==> src/sv/pmt_pkg.sv <==
// Shared types and constants for the PS/2 mouse packet tracker.
// No dependencies; the interfaces and every module import this package.
package pmt_pkg;

  localparam int PosW   = 12;
  localparam int SizeW  = 13;
  localparam int DeltaW = 9;
  localparam int CalcW  = 14;

  // pixels kept free at the right and bottom edges
  localparam int CursorMargin = 12;

  localparam logic [SizeW-1:0] WidthReset  = 13'd1024;
  localparam logic [SizeW-1:0] HeightReset = 13'd768;

  // configuration register indexes
  localparam logic RegScreenWidth  = 1'b0;
  localparam logic RegScreenHeight = 1'b1;

  // header byte bit positions
  localparam int HdrLeft   = 0;
  localparam int HdrRight  = 1;
  localparam int HdrMiddle = 2;
  localparam int HdrSync   = 3;
  localparam int HdrXSign  = 4;
  localparam int HdrYSign  = 5;
  localparam int HdrXOvf   = 6;
  localparam int HdrYOvf   = 7;

  typedef struct packed {
    logic [7:0] data_byte;
    logic       from_aux;
  } in_beat_t;

  typedef struct packed {
    logic [PosW-1:0] x_pos;
    logic [PosW-1:0] y_pos;
    logic            left_button;
    logic            right_button;
    logic            middle_button;
    logic            moved;
  } out_beat_t;

  // 9-bit movement value, zero when the overflow flag is set
  function automatic logic signed [DeltaW-1:0] movement(input logic [7:0] b,
                                                         input logic neg,
                                                         input logic ovf);
    logic signed [DeltaW-1:0] v;
    v = ovf ? '0 : $signed({neg, b});
    return v;
  endfunction

endpackage

==> src/sv/pmt_if.sv <==
// Valid/ready channel interfaces for the input bytes and the result beats.
// Depends on pmt_pkg.
interface pmt_in_if import pmt_pkg::*; ();
  logic     valid;
  logic     ready;
  in_beat_t beat;

  modport source (output valid, output beat, input ready);
  modport sink   (input valid, input beat, output ready);
endinterface

interface pmt_out_if import pmt_pkg::*; ();
  logic      valid;
  logic      ready;
  out_beat_t beat;

  modport source (output valid, output beat, input ready);
  modport sink   (input valid, input beat, output ready);
endinterface

==> src/sv/ps2_mouse_packet_tracker.sv <==
// PS/2 mouse packet tracker: one byte per beat in, one result per 3-byte packet.
// Latency: the result of a packet is valid the cycle after its third byte is taken.
// Throughput: one byte per cycle; the output register lets a byte in while a
// result waits, and a completed packet waits only if the previous result is unread.
// Reset: no packet in progress, screen 1024x768, cursor at the centre (512, 384).
// Depends on pmt_pkg, pmt_if and pmt_axis.
module ps2_mouse_packet_tracker import pmt_pkg::*; (
  input  logic             clk_i,
  input  logic             rst_ni,
  input  logic             cfg_we_i,
  input  logic             cfg_idx_i,
  input  logic [SizeW-1:0] cfg_data_i,
  pmt_in_if.sink           in_if,
  pmt_out_if.source        out_if
);

  // packet position codes
  localparam logic [1:0] IdxHeader = 2'd0;
  localparam logic [1:0] IdxDx     = 2'd1;
  localparam logic [1:0] IdxDy     = 2'd2;

  logic [1:0]       idx_q, idx_d;
  logic [7:0]       hdr_q, hdr_d;
  logic [7:0]       dx_q, dx_d;
  logic [PosW-1:0]  cur_x_q, cur_x_d;
  logic [PosW-1:0]  cur_y_q, cur_y_d;
  logic [SizeW-1:0] width_q, width_d;
  logic [SizeW-1:0] height_q, height_d;
  logic             out_valid_q, out_valid_d;
  out_beat_t        out_q, out_d;

  logic                     accept;
  logic                     done;
  logic signed [DeltaW-1:0] dx;
  logic signed [DeltaW-1:0] dy;
  logic [PosW-1:0]          new_x;
  logic [PosW-1:0]          new_y;

  // only the byte that completes a packet needs a free output register
  assign in_if.ready  = (idx_q != IdxDy) || !out_valid_q || out_if.ready;
  assign accept       = in_if.valid && in_if.ready;
  assign out_if.valid = out_valid_q;
  assign out_if.beat  = out_q;

  assign dx = movement(dx_q, hdr_q[HdrXSign], hdr_q[HdrXOvf]);
  assign dy = movement(in_if.beat.data_byte, hdr_q[HdrYSign], hdr_q[HdrYOvf]);

  pmt_axis u_axis_x (
    .cur_i   (cur_x_q),
    .delta_i (dx),
    .sub_i   (1'b0),
    .size_i  (width_q),
    .pos_o   (new_x)
  );

  // screen y grows downward
  pmt_axis u_axis_y (
    .cur_i   (cur_y_q),
    .delta_i (dy),
    .sub_i   (1'b1),
    .size_i  (height_q),
    .pos_o   (new_y)
  );

  always_comb begin
    idx_d       = idx_q;
    hdr_d       = hdr_q;
    dx_d        = dx_q;
    cur_x_d     = cur_x_q;
    cur_y_d     = cur_y_q;
    width_d     = width_q;
    height_d    = height_q;
    out_valid_d = out_valid_q && !out_if.ready;
    out_d       = out_q;
    done        = 1'b0;

    if (accept) begin
      case (idx_q)
        IdxDx: begin
          dx_d  = in_if.beat.data_byte;
          idx_d = IdxDy;
        end
        IdxDy: begin
          done  = 1'b1;
          idx_d = IdxHeader;
        end
        default: begin
          if (in_if.beat.from_aux && in_if.beat.data_byte[HdrSync]) begin
            hdr_d = in_if.beat.data_byte;
            idx_d = IdxDx;
          end else begin
            idx_d = IdxHeader;
          end
        end
      endcase
    end

    if (done) begin
      cur_x_d             = new_x;
      cur_y_d             = new_y;
      out_valid_d         = 1'b1;
      out_d.x_pos         = new_x;
      out_d.y_pos         = new_y;
      out_d.left_button   = hdr_q[HdrLeft];
      out_d.right_button  = hdr_q[HdrRight];
      out_d.middle_button = hdr_q[HdrMiddle];
      out_d.moved         = (new_x != cur_x_q) || (new_y != cur_y_q);
    end

    // size write recentres both axes, unclamped
    if (cfg_we_i) begin
      if (cfg_idx_i == RegScreenWidth) begin
        width_d = cfg_data_i;
      end else begin
        height_d = cfg_data_i;
      end
      cur_x_d = (cfg_idx_i == RegScreenWidth) ? cfg_data_i[SizeW-1:1] : width_q[SizeW-1:1];
      cur_y_d = (cfg_idx_i == RegScreenHeight) ? cfg_data_i[SizeW-1:1]
                                               : height_q[SizeW-1:1];
    end
  end

  always_ff @(posedge clk_i or negedge rst_ni) begin
    if (!rst_ni) begin
      idx_q       <= IdxHeader;
      hdr_q       <= '0;
      dx_q        <= '0;
      cur_x_q     <= WidthReset[SizeW-1:1];
      cur_y_q     <= HeightReset[SizeW-1:1];
      width_q     <= WidthReset;
      height_q    <= HeightReset;
      out_valid_q <= 1'b0;
    end else begin
      idx_q       <= idx_d;
      hdr_q       <= hdr_d;
      dx_q        <= dx_d;
      cur_x_q     <= cur_x_d;
      cur_y_q     <= cur_y_d;
      width_q     <= width_d;
      height_q    <= height_d;
      out_valid_q <= out_valid_d;
    end
  end

  always_ff @(posedge clk_i) begin
    out_q <= out_d;
  end

endmodule

==> src/sv/pmt_axis.sv <==
// One cursor axis: add or subtract a signed movement and clamp to 0 .. size - margin.
// Depends on pmt_pkg.
module pmt_axis import pmt_pkg::*; (
  input  logic [PosW-1:0]          cur_i,
  input  logic signed [DeltaW-1:0] delta_i,
  input  logic                     sub_i,
  input  logic [SizeW-1:0]         size_i,
  output logic [PosW-1:0]          pos_o
);

  logic signed [CalcW-1:0] ext;
  logic signed [CalcW-1:0] dext;
  logic signed [CalcW-1:0] pos;
  logic signed [CalcW-1:0] lim_raw;
  logic [PosW-1:0]         lim;

  always_comb begin
    ext     = $signed({{(CalcW-PosW){1'b0}}, cur_i});
    dext    = CalcW'(delta_i);
    pos     = sub_i ? (ext - dext) : (ext + dext);
    lim_raw = $signed({{(CalcW-SizeW){1'b0}}, size_i}) - CalcW'(CursorMargin);

    // upper limit saturates to the 12-bit range
    if (lim_raw < 0) begin
      lim = '0;
    end else if (lim_raw > $signed(CalcW'({PosW{1'b1}}))) begin
      lim = '1;
    end else begin
      lim = lim_raw[PosW-1:0];
    end

    if (pos < 0) begin
      pos_o = '0;
    end else if (pos > $signed({{(CalcW-PosW){1'b0}}, lim})) begin
      pos_o = lim;
    end else begin
      pos_o = pos[PosW-1:0];
    end
  end

endmodule

==> src/flat_wrapper.sv <==
// flat-port wrapper written by rule: the top's interface ports become plain ports
module ps2_mouse_packet_tracker_flat import pmt_pkg::*;
  (clk_i, rst_ni, cfg_we_i, cfg_idx_i, cfg_data_i, in_if_valid, in_if_beat, in_if_ready, out_if_valid, out_if_beat, out_if_ready);
  pmt_in_if in_if_i ();
  pmt_out_if out_if_i ();
  input  logic clk_i;
  input  logic rst_ni;
  input  logic cfg_we_i;
  input  logic cfg_idx_i;
  input  logic [SizeW-1:0] cfg_data_i;
  input wire logic [$bits(in_if_i.valid)-1:0] in_if_valid;
  input wire logic [$bits(in_if_i.beat)-1:0] in_if_beat;
  output wire logic [$bits(in_if_i.ready)-1:0] in_if_ready;
  output wire logic [$bits(out_if_i.valid)-1:0] out_if_valid;
  output wire logic [$bits(out_if_i.beat)-1:0] out_if_beat;
  input wire logic [$bits(out_if_i.ready)-1:0] out_if_ready;
  assign in_if_i.valid = in_if_valid;
  assign in_if_i.beat = in_if_beat;
  assign in_if_ready = in_if_i.ready;
  assign out_if_valid = out_if_i.valid;
  assign out_if_beat = out_if_i.beat;
  assign out_if_i.ready = out_if_ready;
  ps2_mouse_packet_tracker u_core (.clk_i(clk_i), .rst_ni(rst_ni), .cfg_we_i(cfg_we_i), .cfg_idx_i(cfg_idx_i), .cfg_data_i(cfg_data_i), .in_if(in_if_i), .out_if(out_if_i));
endmodule
==> config.mk <==
export PLATFORM = sky130hd
export DESIGN_NAME = ps2_mouse_packet_tracker_flat
export DESIGN_NICKNAME = d
export VERILOG_FILES = /design/src/sv/pmt_pkg.sv /design/src/sv/pmt_if.sv /design/src/sv/ps2_mouse_packet_tracker.sv /design/src/sv/pmt_axis.sv /design/src/flat_wrapper.sv
export SDC_FILE = /design/constraint.sdc
export NUM_CORES = 1
export LEC_CHECK = 0
export BUFFER_PORTS_ARGS = -buffer_cell sky130_fd_sc_hd__buf_2
export CORE_MARGIN = 2
export CORE_UTILIZATION = 30
export DETAILED_ROUTE_END_ITERATION = 8
export PLACE_DENSITY = 0.54
export SLEW_MARGIN = 30
export SYNTH_ARGS = -nofsm -noshare
export SYNTH_HDL_FRONTEND = slang
export SYNTH_HIERARCHICAL = 1
export SYNTH_SLANG_ARGS = --single-unit
==> constraint.sdc <==
create_clock -name clk_i -period 6.7 [get_ports clk_i]
set_input_delay 1.34 -clock clk_i [delete_from_list [all_inputs] [get_ports clk_i]]
set_output_delay 1.34 -clock clk_i [all_outputs]
set_load 0.1 [all_outputs]
* After elaboration in Yosys (flattened, before gate mapping)
Cells that the tools add are included.
Cells by class: add/sub/neg operators 4, magnitude comparators 8, eq/ne operators 5, mux-type cells 21, bitwise operators 2, reductions and logical operators 14
Operator list (number):
- $mux 12 | 14
- $lt 14x1->1 const B | 4
- $gt 14x13->1 | 2
- $gt 14x13->1 const B | 2
- $sub 13x4->14 const B | 2
- $ne 12x12->1 | 2
- $mux 9 | 2
- $add 13x9->14 | 1
- $sub 13x9->14 | 1
- $reduce_and 2->1 | 3
- $mux 1 | 4
- $pmux 2 s2 | 1
- $logic_and 1x1->1 | 3
- $logic_or 1x1->1 | 3
- $reduce_and 3->1 | 1
- $eq 2x1->1 const B | 1
- $eq 2x2->1 const B | 1
- $logic_not 1->1 | 2
- $ne 2x2->1 const B | 1
- $not 1->1 | 2
- $reduce_bool 2->1 | 1
- $reduce_or 2->1 | 1
Storage, ports and cells: register bits 97, input port bits 28, logic and storage cells 68

* Depth between registers and ports, before layout
depth in word-level cells 9, depth in mapped cells 25, gate-level depth less buffers 24

* Modules after synthesis
Netlist, hierarchy kept.
By module, submodules not included:
- ps2_mouse_packet_tracker | instances 1, cells each 291, area each 4339.2 µm², seq. area each 2549.9 µm²
- pmt_axis (u_core.u_axis_y) | instances 1, cells each 228, area each 1706.6 µm², seq. area each 0.0 µm²
- pmt_axis (u_core.u_axis_x) | instances 1, cells each 226, area each 1567.8 µm², seq. area each 0.0 µm²

* Worst setup path after synthesis
No wires, ideal clock.
kind input-to-reg, start input in_if_beat[4], end register u_core.out_q, in the netlist u_core/out_if.beat[0] (data pin), arrival time 5290 ps, setup slack 1140 ps, stages 21, path buffers 1, cell sequence nor2b_1 -> xnor2_1 -> ha_1 -> a21o_1 -> a21oi_1 -> a21boi_0 -> or3_1 -> o2111ai_1 -> ha_1 -> a211oi_1 -> o21ai_0 -> a211oi_1 -> a211oi_1 -> a2111oi_4 -> buf_6 -> mux2i_1 -> nor2b_4 -> xnor2_1 -> nand4_1 -> nor4_1 -> nand3_1
Between the ends: longest elaborated chain between the ends 7, elaborated cells on any way between the ends 8, those cells by class add/sub (1); order compare (2); eq/ne (1); mux (3); reduce/logical (1)
Ends and longest elaborated chain:
- from (decl) | RTL line flat_wrapper.sv:12 | input wire logic [$bits(in_if_i.beat)-1:0] in_if_beat;
- $mux 9 (*) | RTL line pmt_pkg.sv:49 | v = ovf ? '0 : $signed({neg, b});
- $sub 13x9->14 (*) | RTL line pmt_axis.sv:20 | pos = sub_i ? (ext - dext) : (ext + dext);
- $gt 14x13->1 | RTL line pmt_axis.sv:34 | end else if (pos > $signed({{(CalcW-PosW){1'b0}}, lim})) begin
- $mux 12 | RTL line pmt_axis.sv:34
- $mux 12 (*) | RTL line pmt_axis.sv:32 | if (pos < 0) begin
- named net u_core.new_y[1] | RTL line ps2_mouse_packet_tracker.sv:37 | logic [PosW-1:0] new_y;
- $ne 12x12->1 (*) | RTL line ps2_mouse_packet_tracker.sv:107 | out_d.moved = (new_x != cur_x_q) || (new_y != cur_y_q);
- $logic_or 1x1->1 (*) | RTL line ps2_mouse_packet_tracker.sv:107
- to (signal assigned) | RTL line ps2_mouse_packet_tracker.sv:146 | out_q <= out_d;
- to (decl) | RTL line ps2_mouse_packet_tracker.sv:30 | out_beat_t out_q, out_d;
The timed path passes the listed nets; every way through them passes the cells marked *. A chain may end at the register's enable or synchronous reset.

* Worst setup path in the final report
start register u_core.hdr_q[6], end register u_core.out_q, in the netlist u_core/out_if.beat[0] (data pin)
Between the ends: longest elaborated chain between the ends 7, elaborated cells on any way between the ends 8, those cells by class add/sub (1); order compare (2); eq/ne (1); mux (3); reduce/logical (1)
Ends and longest elaborated chain:
- from (decl) | RTL line ps2_mouse_packet_tracker.sv:23 | logic [7:0] hdr_q, hdr_d;
- from (signal assigned) | RTL line ps2_mouse_packet_tracker.sv:135 | hdr_q <= hdr_d;
- $mux 9 (*) | RTL line pmt_pkg.sv:49
- named net u_core.dx[0] | RTL line ps2_mouse_packet_tracker.sv:34 | logic signed [DeltaW-1:0] dx;
- $add 13x9->14 (*) | RTL line pmt_axis.sv:20
- $gt 14x13->1 | RTL line pmt_axis.sv:34
- $mux 12 | RTL line pmt_axis.sv:34
- $mux 12 (*) | RTL line pmt_axis.sv:32
- named net u_core.new_x[9] | RTL line ps2_mouse_packet_tracker.sv:36 | logic [PosW-1:0] new_x;
- $ne 12x12->1 (*) | RTL line ps2_mouse_packet_tracker.sv:107
- $logic_or 1x1->1 (*) | RTL line ps2_mouse_packet_tracker.sv:107
Marked as above.

==> impl_results.html <==
<table>
<tr><th>Metric</th><th>Value</th></tr>
<tr><th colspan="2">Power and ir drop</th></tr>
<tr><td>Power density over the cells</td><td>a little under 500 nW/um2</td></tr>
<tr><td>Switching pwr</td><td>2060 uW</td></tr>
<tr><td>Internal power</td><td>between 2000 and 2500 uW</td></tr>
<tr><td>Overall power</td><td>4230 uW</td></tr>
<tr><td>Maximum resistive drop on vdd</td><td>approximately 0.00019 V</td></tr>
<tr><td>Reported leakage power</td><td>0.00367 uW</td></tr>
<tr><td>Proportion of power drawn by flip-flops and latches</td><td>21.4%</td></tr>
<tr><td>Clk network pwr share</td><td>12.2%</td></tr>
<tr><td>Sw frac</td><td>48.8%</td></tr>
<tr><td>Comb pwr share</td><td>66.4%</td></tr>
<tr><th colspan="2">Worst setup path</th></tr>
<tr><td>Crit-path leading delay family</td><td>compound AO/OA/AOI/OAI gates</td></tr>
<tr><td>CP required</td><td>6.80 ns</td></tr>
<tr><td>Total number of cells along the worst setup path</td><td>22</td></tr>
<tr><td>Critical path buffers and inverters</td><td>2</td></tr>
<tr><td>Nature of the critical path endpoint</td><td>flip-flop</td></tr>
<tr><td>Worst-path fanout max</td><td>13</td></tr>
<tr><td>Cell-by-cell trace of the critical path</td><td>nor2b_1 -&gt; inv_1 -&gt; ha_1 -&gt; mux2i_1 -&gt; fa_1 -&gt; a211oi_1 -&gt; o21bai_1 -&gt; a21oi_1 -&gt; nand2b_1 -&gt; a2111oi_0 -&gt; ha_1 -&gt; o211ai_1 -&gt; a21oi_1 -&gt; a211oi_1 -&gt; o22ai_1 -&gt; buf_4 -&gt; mux2_2 -&gt; nor2_1 -&gt; xnor2_1 -&gt; nand4_1 -&gt; nor4_1 -&gt; nand3_1</td></tr>
<tr><td>Count of cells along the worst register-to-register path</td><td>22</td></tr>
<tr><td>Cell with the largest stage delay on the worst path</td><td>sky130_fd_sc_hd__a2111oi_0</td></tr>
<tr><td>Critical path start-end classification</td><td>reg2reg</td></tr>
<tr><td>Startpoint Class</td><td>flip-flop</td></tr>
<tr><td>Peak per-stage delay on the critical path</td><td>0.69 ns</td></tr>
<tr><td>Worst EP arrival</td><td>6.28 ns</td></tr>
<tr><th colspan="2">GRT</th></tr>
<tr><td>First-pass GRT wire length</td><td>30300 um</td></tr>
<tr><td>Maximum number of pins on one net before global-route repair</td><td>53</td></tr>
<tr><td>Antenna violations before repair</td><td>0</td></tr>
<tr><td>Global routing usage summed across all routing layers</td><td>roughly 15%</td></tr>
<tr><td>Total grt overflow</td><td>0</td></tr>
<tr><td>Via count of the first global-routing pass</td><td>5241</td></tr>
<tr><th colspan="2">STA</th></tr>
<tr><td>Worst relative slew slack</td><td>41.2%</td></tr>
<tr><td>Final Hold Fails</td><td>0</td></tr>
<tr><td>Unrepaired setup endpoints after global routing</td><td>false</td></tr>
<tr><td>Final period demand of the worst path</td><td>between 6 and 7 ns</td></tr>
<tr><td>Peak Freq</td><td>162 MHz</td></tr>
<tr><td>Post-route setup TNS</td><td>0 ns</td></tr>
<tr><td>Tcrit/Tclk final</td><td>92.2%</td></tr>
<tr><td>Setup violation total in the final timing report</td><td>0</td></tr>
<tr><td>Final slew viol count</td><td>0</td></tr>
<tr><td>Setup skew after layout</td><td>0.0135 ns</td></tr>
<tr><td>Least-Margin Pin Slew</td><td>0.882 ns</td></tr>
<tr><th colspan="2">Logic synthesis</th></tr>
<tr><td>Synthesis Warnings</td><td>6</td></tr>
<tr><td>Sequential share of the synthesized area</td><td>approximately 33%</td></tr>
<tr><td>Cell types with the largest area share after synthesis</td><td>sky130_fd_sc_hd__dfrtp_1 20%, sky130_fd_sc_hd__mux2i_1 11%, sky130_fd_sc_hd__edfxtp_1 11%</td></tr>
<tr><td>Post-synthesis instance area</td><td>approximately 7600 um2</td></tr>
<tr><td>Mean instance size in the synthesized netlist</td><td>between 10 and 15 um2</td></tr>
<tr><td>Number of enable flip-flop cells after synthesis</td><td>28</td></tr>
<tr><td>Synth unique cells</td><td>80</td></tr>
<tr><td>Share of Yosys cell area claimed by the top area cell type</td><td>20.4%</td></tr>
<tr><td>Most common cell in the netlist</td><td>sky130_fd_sc_hd__mux2i_1</td></tr>
<tr><td>Post-synthesis sequential element count</td><td>96</td></tr>
<tr><td>Leading post-synthesis cells by instance count</td><td>87 x sky130_fd_sc_hd__mux2i_1, 62 x sky130_fd_sc_hd__dfrtp_1, 56 x sky130_fd_sc_hd__ha_1</td></tr>
<tr><td>Cell count after synthesis</td><td>between 700 and 800</td></tr>
<tr><td>Share of async-settable or async-resettable flops after synthesis</td><td>70.8%</td></tr>
<tr><td>Dominant register cell in the synthesized netlist</td><td>sky130_fd_sc_hd__dfrtp_1</td></tr>
<tr><td>Cell type with the largest total area after synthesis</td><td>sky130_fd_sc_hd__dfrtp_1</td></tr>
<tr><th colspan="2">Detailed routing</th></tr>
<tr><td>Detail Route Antenna Nets</td><td>0</td></tr>
<tr><td>Post-route DRC</td><td>0</td></tr>
<tr><td>Routed WL per cell</td><td>about 17 um</td></tr>
<tr><td>Total Wirelength</td><td>approximately 20000 um</td></tr>
<tr><td>Mean number of vias per cell</td><td>4.94</td></tr>
<tr><td>Number of vias after detailed routing</td><td>5636</td></tr>
<tr><td>Total iterations of the first detailed-routing run</td><td>7</td></tr>
<tr><td>First-iteration detailed-routing DRC count</td><td>around 350</td></tr>
<tr><th colspan="2">Placement</th></tr>
<tr><td>Detail Placement HPWL</td><td>15000 um</td></tr>
<tr><td>Inst Count DP</td><td>1126</td></tr>
<tr><td>Count of input and output buffers</td><td>between 50 and 60</td></tr>
<tr><td>Placement Cell Area</td><td>8260 um2</td></tr>
<tr><td>Gpl congestion</td><td>0.813</td></tr>
<tr><th colspan="2">Min path</th></tr>
<tr><td>Cell count of the worst hold path</td><td>0</td></tr>
<tr><td>Hold/Removal Path Class</td><td>reg2reg</td></tr>
<tr><th colspan="2">Clocking</th></tr>
<tr><td>CTS Buf Count</td><td>9</td></tr>
<tr><td>TritonCTS clock tree</td><td>done</td></tr>
<tr><td>Worst-Skew Late Latency</td><td>roughly 0.36 ns</td></tr>
<tr><td>Hold buffer count at cts</td><td>0</td></tr>
<tr><td>Number of sinks driven by the clock tree</td><td>96</td></tr>
<tr><td>H-Tree Level Count</td><td>3</td></tr>
<tr><td>Maximum buffer depth of the clock tree</td><td>2</td></tr>
<tr><td>Buffer type at the clock tree root</td><td>sky130_fd_sc_hd__clkbuf_16</td></tr>
<tr><td>Clock transition at the registers of the reported paths</td><td>0.07 ns</td></tr>
<tr><td>Post_cts resized</td><td>0</td></tr>
<tr><td>Post CTS Setup Buffer Count</td><td>0</td></tr>
<tr><th colspan="2">Finish</th></tr>
<tr><td>Number of non-filler instances in the completed layout</td><td>1142</td></tr>
<tr><td>Area occupied by multi-input gates</td><td>4800 um2</td></tr>
<tr><td>Share of cells above drive strength 1</td><td>about a fifth</td></tr>
<tr><td>Number of nets in the finished design</td><td>893</td></tr>
<tr><td>Post-layout instance area</td><td>8540 um2</td></tr>
<tr><td>Inserted Diodes</td><td>0</td></tr>
<tr><td>Total area of sequential cells</td><td>between 2000 and 3000 um2</td></tr>
<tr><td>Area delta synth-&gt;final</td><td>12.2%</td></tr>
<tr><td>Fill cell instance count of the final layout</td><td>2570</td></tr>
<tr><th colspan="2">Floorplan</th></tr>
<tr><td>Core area</td><td>25000 um2</td></tr>
<tr><td>Placement Rows</td><td>58</td></tr>
<tr><td>Die outline width</td><td>163 um</td></tr>
<tr><td>Die height</td><td>163 um</td></tr>
<tr><td>I/O pin count</td><td>58</td></tr>
<tr><td>Starting utilization of the core area</td><td>30.4%</td></tr>
<tr><td>Die area</td><td>26700 um2</td></tr>
<tr><th colspan="2">Run status</th></tr>
<tr><td>Outcome</td><td>finished clean</td></tr>
<tr><th colspan="2">Run</th></tr>
<tr><td>Max-cap viol count</td><td>0</td></tr>
</table>
-- state kept, by name, indices dropped and copies added (netlist names) --
name,flops
u_core/out_if.valid,1
u_core/idx_q,2
u_core/cur_y_q,12
u_core/cur_x_q,12
u_core/width_q,13
u_core/height_q,13
u_core/out_if.beat,28
u_core/hdr_q,7
u_core/dx_q,8
-- placed cells by master, fill, tap and decap left out, types with 9 or more instances in the layout --
cell,synthesis,routed
sky130_fd_sc_hd__inv_1,34,34
sky130_fd_sc_hd__nor2_1,49,49
sky130_fd_sc_hd__nand4_1,9,9
sky130_fd_sc_hd__buf_2,9,57
sky130_fd_sc_hd__a21o_1,12,12
sky130_fd_sc_hd__nand2_1,36,36
sky130_fd_sc_hd__a21oi_1,51,51
sky130_fd_sc_hd__clkbuf_16,0,9
sky130_fd_sc_hd__a211oi_1,11,11
sky130_fd_sc_hd__dfrtp_1,62,62
sky130_fd_sc_hd__mux2_2,42,42
sky130_fd_sc_hd__mux2i_1,87,87
sky130_fd_sc_hd__ha_1,56,56
sky130_fd_sc_hd__nor3_1,12,12
sky130_fd_sc_hd__nor2b_1,22,22
sky130_fd_sc_hd__xor2_1,16,15
sky130_fd_sc_hd__o21ai_0,19,19
sky130_fd_sc_hd__edfxtp_1,28,28
sky130_fd_sc_hd__xnor2_1,49,49
-- power groups by stage --
| stage | clock network, uW | registers, uW | logic [uW] |
|---|---|---|---|
| after global placement | 0 | 917 | 2760 |
| after detailed placement | 0 | 917 | 2770 |
| final | 516 | 906 | 2810 |
| after CTS | 537 | 907 | 2790 |
| after global routing | 555 | 925 | 3070 |
| after floorplan | 0 | 988 | 2070 |
-- area by class of cell --
type / instances / share of cell area, %
Multi-Input combinational cell: 600 / 56.2
Inverter: 35 / 1.54
Clock inverter: 5 / 0.454
Tap cell: 330 / 4.84
Timing Repair Buffer: 65 / 4.28
Sequential cell: 96 / 29.9
Clock buffer: 11 / 2.84
-- metal layers --
layer,vias to the layer above,GRT usage (%),wire length [um]
met5,-,0,0
met4,0,3.70,249
met3,12,2.64,820
met2,101,21.4,8230
met1,2696,22.9,10400
li1,2827,-,-
-- metrics by stage --
| stage | worst slack [ns] | hold WS (ns) | util [%] |
|---|---|---|---|
| 2_1_floorplan | 1.14 | 0.419 | - |
| 3_3_place_gp | 0.552 | 0.425 | 32.8 |
| 3_5_place_dp | 0.389 | 0.437 | 33.0 |
| 4_1_cts | 0.634 | 0.448 | 34.1 |
| 5_1_grt | 0.0578 | 0.462 | 34.1 |
| 6_report | 0.525 | 0.447 | 34.1 |
-- worst register-to-register path, stage by stage (launching register included) --
cell                        delay (ns)
sky130_fd_sc_hd__dfrtp_1          0.47
sky130_fd_sc_hd__nor2b_1          0.37
sky130_fd_sc_hd__inv_1            0.11
sky130_fd_sc_hd__ha_1             0.31
sky130_fd_sc_hd__mux2i_1          0.35
sky130_fd_sc_hd__fa_1             0.33
sky130_fd_sc_hd__a211oi_1         0.10
sky130_fd_sc_hd__o21bai_1         0.30
sky130_fd_sc_hd__a21oi_1          0.15
sky130_fd_sc_hd__nand2b_1         0.15
sky130_fd_sc_hd__a2111oi_0        0.69
sky130_fd_sc_hd__ha_1             0.37
sky130_fd_sc_hd__o211ai_1         0.18
sky130_fd_sc_hd__a21oi_1          0.09
sky130_fd_sc_hd__a211oi_1         0.27
sky130_fd_sc_hd__o22ai_1          0.11
sky130_fd_sc_hd__buf_4            0.23
sky130_fd_sc_hd__mux2_2           0.29
sky130_fd_sc_hd__nor2_1           0.21
sky130_fd_sc_hd__xnor2_1          0.26
sky130_fd_sc_hd__nand4_1          0.18
sky130_fd_sc_hd__nor4_1           0.30
sky130_fd_sc_hd__nand3_1          0.11
-- path summary, 6_finish.rpt --
path                            startpoint                     to  slack (ns)
max reg2reg                u_core/hdr_q[6]  u_core/out_if.beat[0]        0.52
min reg2reg                u_core/hdr_q[2]  u_core/out_if.beat[1]        0.45
max in group asynchronous           rst_ni     u_core/height_q[8]        5.08
min                        u_core/hdr_q[2]  u_core/out_if.beat[1]        0.45
min in group asynchronous           rst_ni         u_core/dx_q[4]        0.98
max                        u_core/hdr_q[6]  u_core/out_if.beat[0]        0.52
-- cell families after synthesis --
logic type	count (synthesis)	share of synthesized area, %
XOR/XNOR	67	7.90
other	2	0.0986
buffers and inverters	55	3.89
multiplexers	129	17.6
adder cells (fa/ha/maj)	58	9.73
AO/OA/AOI/OAI	143	12.6
AND/OR/NAND/NOR	195	14.7
flip-flops	96	33.5
Power figures use the tool's default switching activity.
